--- src/rtl/core/stbs_pkg.sv ---
`default_nettype none

package stbs_pkg;

    // Table geometry. Bound registers must hold the table depth itself.
    localparam int TABLE_DEPTH = 16;
    localparam int IDX_W       = (TABLE_DEPTH > 1) ? $clog2(TABLE_DEPTH) : 1;
    localparam int BOUND_W     = $clog2(TABLE_DEPTH + 1);

    // Field widths fixed by the interface.
    localparam int CMD_W      = 1;
    localparam int ENTRY_IX_W = 4;
    localparam int VALUE_W    = 8;
    localparam int KEY_W      = 8;
    localparam int SIZE_W     = 5;
    localparam int POS_W      = 4;

    localparam int S_TDATA_BITS = ENTRY_IX_W + VALUE_W + KEY_W;
    localparam int S_TDATA_W    = ((S_TDATA_BITS + 7) / 8) * 8;
    localparam int M_TDATA_W    = ((POS_W + 7) / 8) * 8;

    typedef enum logic [CMD_W-1:0] {
        CMD_WRITE  = 1'b0,
        CMD_SEARCH = 1'b1
    } cmd_t;

    // Commands from the controller to the datapath.
    typedef struct packed {
        logic write_entry;
        logic start_search;
        logic probe_step;
        logic load_result;
    } stbs_cmd_t;

    // Status from the datapath back to the controller.
    typedef struct packed {
        logic range_empty;
        logic out_free;
    } stbs_sts_t;

endpackage

`default_nettype wire

--- src/rtl/core/stbs_ctrl.sv ---
`default_nettype none

module stbs_ctrl
    import stbs_pkg::*;
(
    input  wire logic      aclk,
    input  wire logic      aresetn,
    input  wire logic      s_tvalid,
    input  wire cmd_t      s_cmd,
    output logic           s_tready,
    input  wire stbs_sts_t sts,
    output stbs_cmd_t      cmd
);

    typedef enum logic [1:0] {
        ST_IDLE  = 2'b01,
        ST_PROBE = 2'b10
    } state_t;

    state_t state_reg;
    state_t state_next;

    always_ff @(posedge aclk) begin
        if (!aresetn) begin
            state_reg <= ST_IDLE;
        end else begin
            state_reg <= state_next;
        end
    end

    always_comb begin
        state_next       = state_reg;
        cmd              = '0;
        s_tready         = 1'b0;
        case (state_reg)
            ST_IDLE: begin
                s_tready = 1'b1;
                if (s_tvalid) begin
                    if (s_cmd == CMD_SEARCH) begin
                        cmd.start_search = 1'b1;
                        state_next       = ST_PROBE;
                    end else begin
                        cmd.write_entry = 1'b1;
                    end
                end
            end
            ST_PROBE: begin
                if (sts.range_empty) begin
                    // Hold the finished search until the output register frees up.
                    if (sts.out_free) begin
                        cmd.load_result = 1'b1;
                        state_next      = ST_IDLE;
                    end
                end else begin
                    cmd.probe_step = 1'b1;
                end
            end
            default: begin
                state_next = ST_IDLE;
            end
        endcase
    end

endmodule

`default_nettype wire

--- src/rtl/core/stbs_dpath.sv ---
`default_nettype none

module stbs_dpath
    import stbs_pkg::*;
(
    input  wire logic                  aclk,
    input  wire logic                  aresetn,
    input  wire logic                  cfg_wr_en,
    input  wire logic [SIZE_W-1:0]     cfg_wr_data,
    input  wire logic [ENTRY_IX_W-1:0] entry_index,
    input  wire logic [VALUE_W-1:0]    entry_value,
    input  wire logic [KEY_W-1:0]      search_key,
    input  wire stbs_cmd_t             cmd,
    output stbs_sts_t                  sts,
    output logic                       m_tvalid,
    input  wire logic                  m_tready,
    output logic                       m_found,
    output logic [POS_W-1:0]           m_position
);

    logic [VALUE_W-1:0] table_mem [TABLE_DEPTH];

    logic [SIZE_W-1:0]  size_reg;
    logic [KEY_W-1:0]   key_reg;
    logic [BOUND_W-1:0] low_reg,  low_next;
    logic [BOUND_W-1:0] high_reg, high_next;
    logic               seen_reg, seen_next;
    logic [POS_W-1:0]   pos_reg,  pos_next;
    logic               out_valid_reg, out_valid_next;
    logic               out_found_reg;
    logic [POS_W-1:0]   out_pos_reg;
    logic [VALUE_W-1:0] probe_value_reg;

    logic [BOUND_W:0]   bound_sum;
    logic [BOUND_W-1:0] mid;
    logic [BOUND_W:0]   next_sum;
    logic [BOUND_W-1:0] next_mid;
    logic [BOUND_W-1:0] limit;
    logic               wr_in_range;

    assign bound_sum   = {1'b0, low_reg} + {1'b0, high_reg};
    assign mid         = bound_sum[BOUND_W:1];
    // The table is read at the middle of the next bounds and registered, so the
    // registered entry always matches the current middle.
    assign next_sum    = {1'b0, low_next} + {1'b0, high_next};
    assign next_mid    = next_sum[BOUND_W:1];
    assign wr_in_range = 32'(entry_index) < 32'(TABLE_DEPTH);
    assign limit       = (32'(size_reg) > 32'(TABLE_DEPTH)) ? BOUND_W'(TABLE_DEPTH)
                                                            : BOUND_W'(size_reg);

    assign sts.range_empty = (low_reg == high_reg);
    assign sts.out_free    = !out_valid_reg || m_tready;

    always_ff @(posedge aclk) begin
        if (cmd.write_entry && wr_in_range) begin
            table_mem[IDX_W'(entry_index)] <= entry_value;
        end
        probe_value_reg <= table_mem[IDX_W'(next_mid)];
    end

    always_comb begin
        low_next  = low_reg;
        high_next = high_reg;
        seen_next = seen_reg;
        pos_next  = pos_reg;
        if (cmd.start_search) begin
            low_next  = '0;
            high_next = limit;
            seen_next = 1'b0;
            pos_next  = '0;
        end else if (cmd.probe_step) begin
            if (probe_value_reg == key_reg) begin
                seen_next = 1'b1;
                pos_next  = POS_W'(mid);
            end
            if (probe_value_reg < key_reg) begin
                low_next = mid + BOUND_W'(1);
            end else begin
                high_next = mid;
            end
        end
    end

    always_comb begin
        out_valid_next = out_valid_reg;
        if (cmd.load_result) begin
            out_valid_next = 1'b1;
        end else if (m_tready) begin
            out_valid_next = 1'b0;
        end
    end

    always_ff @(posedge aclk) begin
        if (!aresetn) begin
            size_reg      <= '0;
            low_reg       <= '0;
            high_reg      <= '0;
            seen_reg      <= 1'b0;
            pos_reg       <= '0;
            out_valid_reg <= 1'b0;
        end else begin
            if (cfg_wr_en) begin
                size_reg <= cfg_wr_data;
            end
            low_reg       <= low_next;
            high_reg      <= high_next;
            seen_reg      <= seen_next;
            pos_reg       <= pos_next;
            out_valid_reg <= out_valid_next;
        end
    end

    always_ff @(posedge aclk) begin
        if (cmd.start_search) begin
            key_reg <= search_key;
        end
        if (cmd.load_result) begin
            out_found_reg <= seen_reg;
            out_pos_reg   <= seen_reg ? pos_reg : '0;
        end
    end

    assign m_tvalid   = out_valid_reg;
    assign m_found    = out_found_reg;
    assign m_position = out_pos_reg;

endmodule

`default_nettype wire

--- src/rtl/core/sorted_table_binary_search.sv ---
// Sorted table with leftmost-match binary search.
// The input stream (s_*) carries commands. s_tuser selects the kind: a write
// stores entry_value at entry_index and produces no result; a search looks for
// search_key among the first table_size entries and produces one result on the
// output stream (m_*): m_tuser is the found flag, m_tdata the lowest matching
// index, which reads 0 when nothing matched. The table must be sorted ascending.
// table_size is written through cfg_wr_en/cfg_wr_data by the user, who must do
// so only while the block is idle; the block itself does not enforce this. A
// write is stored without leaving idle, so writes can be taken back to back. A
// search occupies the block for the transfer, the probes of the single table
// read port (at most 5 for a 16 entry table, about log2 of table_size plus one),
// and the output register load. The result appears the cycle after that load.
// The output register decouples the two sides: a new command is accepted while
// an earlier result still waits. If the receiver stalls, a finished search
// waits in its final cycle until the output register frees, and no new input is
// taken meanwhile. Reset (aresetn low, synchronous) clears table_size, the
// search state and the output valid; table contents stay undefined until written.
`default_nettype none

module sorted_table_binary_search
    import stbs_pkg::*;
(
    input  wire logic                 aclk,
    input  wire logic                 aresetn,
    // Configuration: table_size.
    input  wire logic                 cfg_wr_en,
    input  wire logic [SIZE_W-1:0]    cfg_wr_data,
    // Command stream.
    input  wire logic                 s_tvalid,
    output logic                      s_tready,
    input  wire logic [S_TDATA_W-1:0] s_tdata,  // entry_index[3:0], entry_value[11:4],
                                                // search_key[19:12], zero fill above
    input  wire logic [CMD_W-1:0]     s_tuser,  // command[0]
    // Result stream.
    output logic                      m_tvalid,
    input  wire logic                 m_tready,
    output logic [M_TDATA_W-1:0]      m_tdata,  // position[3:0], zero fill above
    output logic [0:0]                m_tuser   // found[0]
);

    stbs_cmd_t        cmd;
    stbs_sts_t        sts;
    logic             found;
    logic [POS_W-1:0] position;

    // The controller sequences writes, probes and the result load.
    stbs_ctrl u_ctrl (
        .aclk     (aclk),
        .aresetn  (aresetn),
        .s_tvalid (s_tvalid),
        .s_cmd    (cmd_t'(s_tuser)),
        .s_tready (s_tready),
        .sts      (sts),
        .cmd      (cmd)
    );

    // The datapath holds the table, the bisection bounds and the output register.
    stbs_dpath u_dpath (
        .aclk        (aclk),
        .aresetn     (aresetn),
        .cfg_wr_en   (cfg_wr_en),
        .cfg_wr_data (cfg_wr_data),
        .entry_index (s_tdata[ENTRY_IX_W-1:0]),
        .entry_value (s_tdata[ENTRY_IX_W+VALUE_W-1:ENTRY_IX_W]),
        .search_key  (s_tdata[ENTRY_IX_W+VALUE_W+KEY_W-1:ENTRY_IX_W+VALUE_W]),
        .cmd         (cmd),
        .sts         (sts),
        .m_tvalid    (m_tvalid),
        .m_tready    (m_tready),
        .m_found     (found),
        .m_position  (position)
    );

    assign m_tdata = M_TDATA_W'(position);
    assign m_tuser = found;

`ifndef SYNTHESIS
    // A search transfer makes the block busy in the following cycle.
    a_search_busy: assert property (@(posedge aclk) disable iff (!aresetn)
        (s_tvalid && s_tready && s_tuser == CMD_SEARCH) |=> !s_tready)
        else $error("search accepted but block not busy afterwards");

    // A new result can only come from a search in progress.
    a_result_source: assert property (@(posedge aclk) disable iff (!aresetn)
        $rose(m_tvalid) |-> $past(!s_tready))
        else $error("result appeared without a search in progress");

    // A miss always reports position zero.
    a_miss_position: assert property (@(posedge aclk) disable iff (!aresetn)
        (m_tvalid && !m_tuser[0]) |-> (m_tdata == '0))
        else $error("miss reported with nonzero position");
`endif

endmodule

`default_nettype wire
--- config.mk ---
export PLATFORM = sky130hd
export DESIGN_NAME = sorted_table_binary_search
export DESIGN_NICKNAME = d
export VERILOG_FILES = /design/src/rtl/core/stbs_pkg.sv /design/src/rtl/core/stbs_ctrl.sv /design/src/rtl/core/stbs_dpath.sv /design/src/rtl/core/sorted_table_binary_search.sv
export SDC_FILE = /design/constraint.sdc
export NUM_CORES = 1
export LEC_CHECK = 0
export ABC_CLOCK_PERIOD_IN_PS = 4000
export BUFFER_PORTS_ARGS = -buffer_cell sky130_fd_sc_hd__buf_2
export CAP_MARGIN = 20
export CORE_UTILIZATION = 55
export DETAILED_ROUTE_END_ITERATION = 16
export GPL_ROUTABILITY_DRIVEN = 1
export PLACE_DENSITY = 0.84
export SLEW_MARGIN = 20
export SYNTH_ARGS = -nofsm -noshare
export SYNTH_HDL_FRONTEND = slang
export SYNTH_SLANG_ARGS = --single-unit
--- constraint.sdc ---
create_clock -name aclk -period 4 [get_ports aclk]
set_input_delay 0 -clock aclk [delete_from_list [all_inputs] [get_ports aclk]]
set_output_delay 0 -clock aclk [all_outputs]
set_load 0.02 [all_outputs]
==> metrics.md <==
| Metric | Value |
|---|---|
| Status | finished, violations left |
| Failing checks | setup timing |
| Worst Skew | about 0.013 ns |
| Reg clk slew, reported paths | 0.07 ns |
| Synth Area in Simple Gates | 0.108 |
| Count of final setup violators | 5 |
| Commonest non-fill, non-tap cell in the layout | edfxtp_1 |
| Synth Flop Type | edfxtp_1 |
| Global route overflow | 0 |
| Share of cells above drive strength 1 | 0.309 |
| Synth area leaders | edfxtp_1 53%, mux4_2 9.0%, dfxtp_1 7.7% |
| Post-route met1 wirelength | slightly above 7 mm |
| Final Critical Period | 4.04 ns |
| Register area | 4860 sq um |
| Drt first pass iters | 6 |
| Post-layout net count | 763 |
| Met3 wire length | 1.65 mm |
| Die area | between 15000 and 20000 sq um |
| Min-delay worst type | in -> reg |
| Worst-case clock buffer depth | 2 |
| Top cell type's share of synthesized area | 0.529 |
| Fin. Hold Viols | 0 |
| Initial antenna violation count | 0 |
| Relative slew slack | 0.384 |
| Post-synthesis compound-gate area fraction | 0.0739 |
| Worst-skew pair later-pin latency | between 0.4 and 0.5 ns |
| Data arrival, critical path | ~4.4 ns |
| Post-route ant nets | 0 |
| Critical-path maximum fanout | 7 |
| Critical Path Start Type | register |
| Final worst slack | -0.0381 ns |
| Antenna Cells | 0 |
| Vias in the first global route | between 5000 and 6000 |
| Most frequent cells in the layout | 141 x edfxtp_1, 73 x nand2_1, 52 x buf_4 |
| Ports | 46 |
| XOR/XNOR share of the synthesized area | 0.0131 |
| DP Wirelength | 11.9 mm |
| Drt via density | 6.11 |
| Final core utilization | 0.706 |
| Crit share post-route | 1.01 |
| DRC errors left | 0 |
| CORE AREA | 14000 sq um |
| Synth Register Bits | approximately 170 |
| Worst slack, placed | -0.243 ns |
| Number of distinct library cells after synthesis | 54 |
| Cell taking the most area after synthesis | edfxtp_1 |
| Clock tree sinks | approximately 170 |
| Max FFs per register | 128 |
| Mux share of post-synthesis cell area | 0.140 |
| Via count | 5511 |
| Synth Instances | 593 |
| DR WL met2 | 9.78 mm |
| Adder-cell area share of the yosys netlist | 0.0316 |
| Static Leak | 3.64 nW |
| Max_cap viols | 0 |
| Max Used Layer | met4 |
| Die Y-Extent | approximately 120 microns |
| Root buf cell | clkbuf_16 |
| Unrepaired setup endpoints after global routing | true |
| Peak Freq | 0.248 GHz |
| Pwr dens | about 400 nW/um^2 |
| Path type of the worst setup path | reg -> reg |
| WL final | 19.3 mm |
| Final Max Tran Viols | 0 |
| Num CTS Buffers | 17 |
| EDFF count, synth | 141 |
| CP endpoint kind | register |
| Mean Syn Cell Area | 13.5 sq um |
| Die W | roughly 120 microns |
| Fillers | 848 |
| Area growth syn-to-layout | 23.8% |
| Synthesized cell area | between 8000 and 9000 sq um |
| DR iter-0 viols | 570 |
| Routability cong. | between 0.9 and 1 |
| FP Rows | 43 |
| Maximum vdd drop | around 0.35 mV |
| Initial Util | 0.570 |
| TNS Setup | -0.134 ns |
| Worst Path Required | 4.32 ns |
| Largest net degree at the start of global routing | 20 |
| Worst-Margin Slew | 0.918 ns |
| CTS tree | yes |
| GRT Total Usage | 0.270 |
| Synth async-reset ratio | 0 |
| First-pass GRT wire length | just under 30 mm |
| Routed wire per std cell | about 21 microns |
| Warnings from Yosys | 0 |
| H-tree levels | 4 |
| Register area share after synthesis | 0.606 |
| PortBufs | 37 |
| Multi-input gate area | between 3000 and 4000 sq um |
| Main combinational cell family by area after synthesis | multiplexers |
-- through the flow --
stage	hold slack (ns)	total power, mW	cell area [sq um]	std cells
after detailed placement	0.181	2.28	8650	825
after global placement	0.182	2.27	8650	825
final	0.0599	3.91	9920	902
after floorplan	0.0989	2.18	8030	596
after global routing	0.0659	4.02	9920	902
after CTS	0.0519	3.88	9620	890
-- final timing paths --
check,depth (start not counted),slack [ns],endpoint,startpoint
hold reg to reg,2,0.50,u_dpath.pos_reg[0],u_dpath.pos_reg[0]
setup reg to reg,16,-0.04,u_dpath.probe_value_reg[4],u_dpath.low_reg[0]
hold / removal,2,0.06,u_dpath.table_mem[0][7],s_tdata[2]
setup / recovery,16,-0.04,u_dpath.probe_value_reg[4],u_dpath.low_reg[0]
-- power by group --
| part | internal, mW | switching [mW] | total (mW) |
|---|---|---|---|
| registers | 1.96 | 0.0126 | 1.97 |
| logic | 0.147 | 0.195 | 0.342 |
| clock network | 0.827 | 0.767 | 1.59 |
-- what timing repair did --
action                                 4_1_cts  5_1_grt
hold buffers                                33        0
pin swaps                                    2       28
setup endpoints to repair                    8        8
endpoints found under the hold margin      149        0
resized for setup                           14       62
buffers inserted                             0       13
-- cell usage after synthesis, types with 13 or more instances --
| cell type | number |
|---|---|
| ha_1 | 17 |
| inv_1 | 18 |
| nor2_1 | 27 |
| o21ai_0 | 44 |
| nor2b_1 | 13 |
| nand2_1 | 74 |
| dfxtp_1 | 31 |
| mux2i_1 | 35 |
| nor3_1 | 22 |
| edfxtp_1 | 141 |
| clkbuf_1 | 21 |
| o2111ai_1 | 15 |
| mux4_2 | 32 |
-- kinds of logic (layout without fill, tap and decap cells) --
kind of cell,Yosys count,count (layout)
AOI/OAI and AO/OA,94,94
buffers and inverters,51,177
other,1,4
and+or+nand+nor,177,177
xor gates and xnor gates,9,9
muxes,70,70
adders and majority gates,19,19
DFF,172,172
-- critical path, stage by stage (launching register included) --
cell,delay (ns)
dfxtp_2,0.34
ha_4,0.24
or4_4,0.57
o21ai_4,0.22
nor3_4,0.07
mux2i_1,0.13
nor2_1,0.13
inv_1,0.08
fa_2,0.64
buf_4,0.14
buf_8,0.12
buf_4,0.11
mux4_2,0.58
o21ai_2,0.10
nand2_1,0.08
nor3_2,0.25
mux2i_1,0.13
-- routing by layer --
layer / track usage / vias to the layer above
met1: 0.323 / 2678
met5: 0 / -
li1: - / 2457
met2: 0.465 / 319
met3: 0.0623 / 57
met4: 0.123 / 0
-- final cells by class --
cell class                      count  share of cell area
Sequential cell                   172               0.490
Multi-Input combinational cell    373               0.322
Timing Repair Buffer              127               0.100
Clock buffer                       17              0.0429
Tap cell                          180              0.0227
Clock inverter                     15              0.0153
Inverter                           18             0.00681
Note: power is estimated with default switching activity, not from simulation.
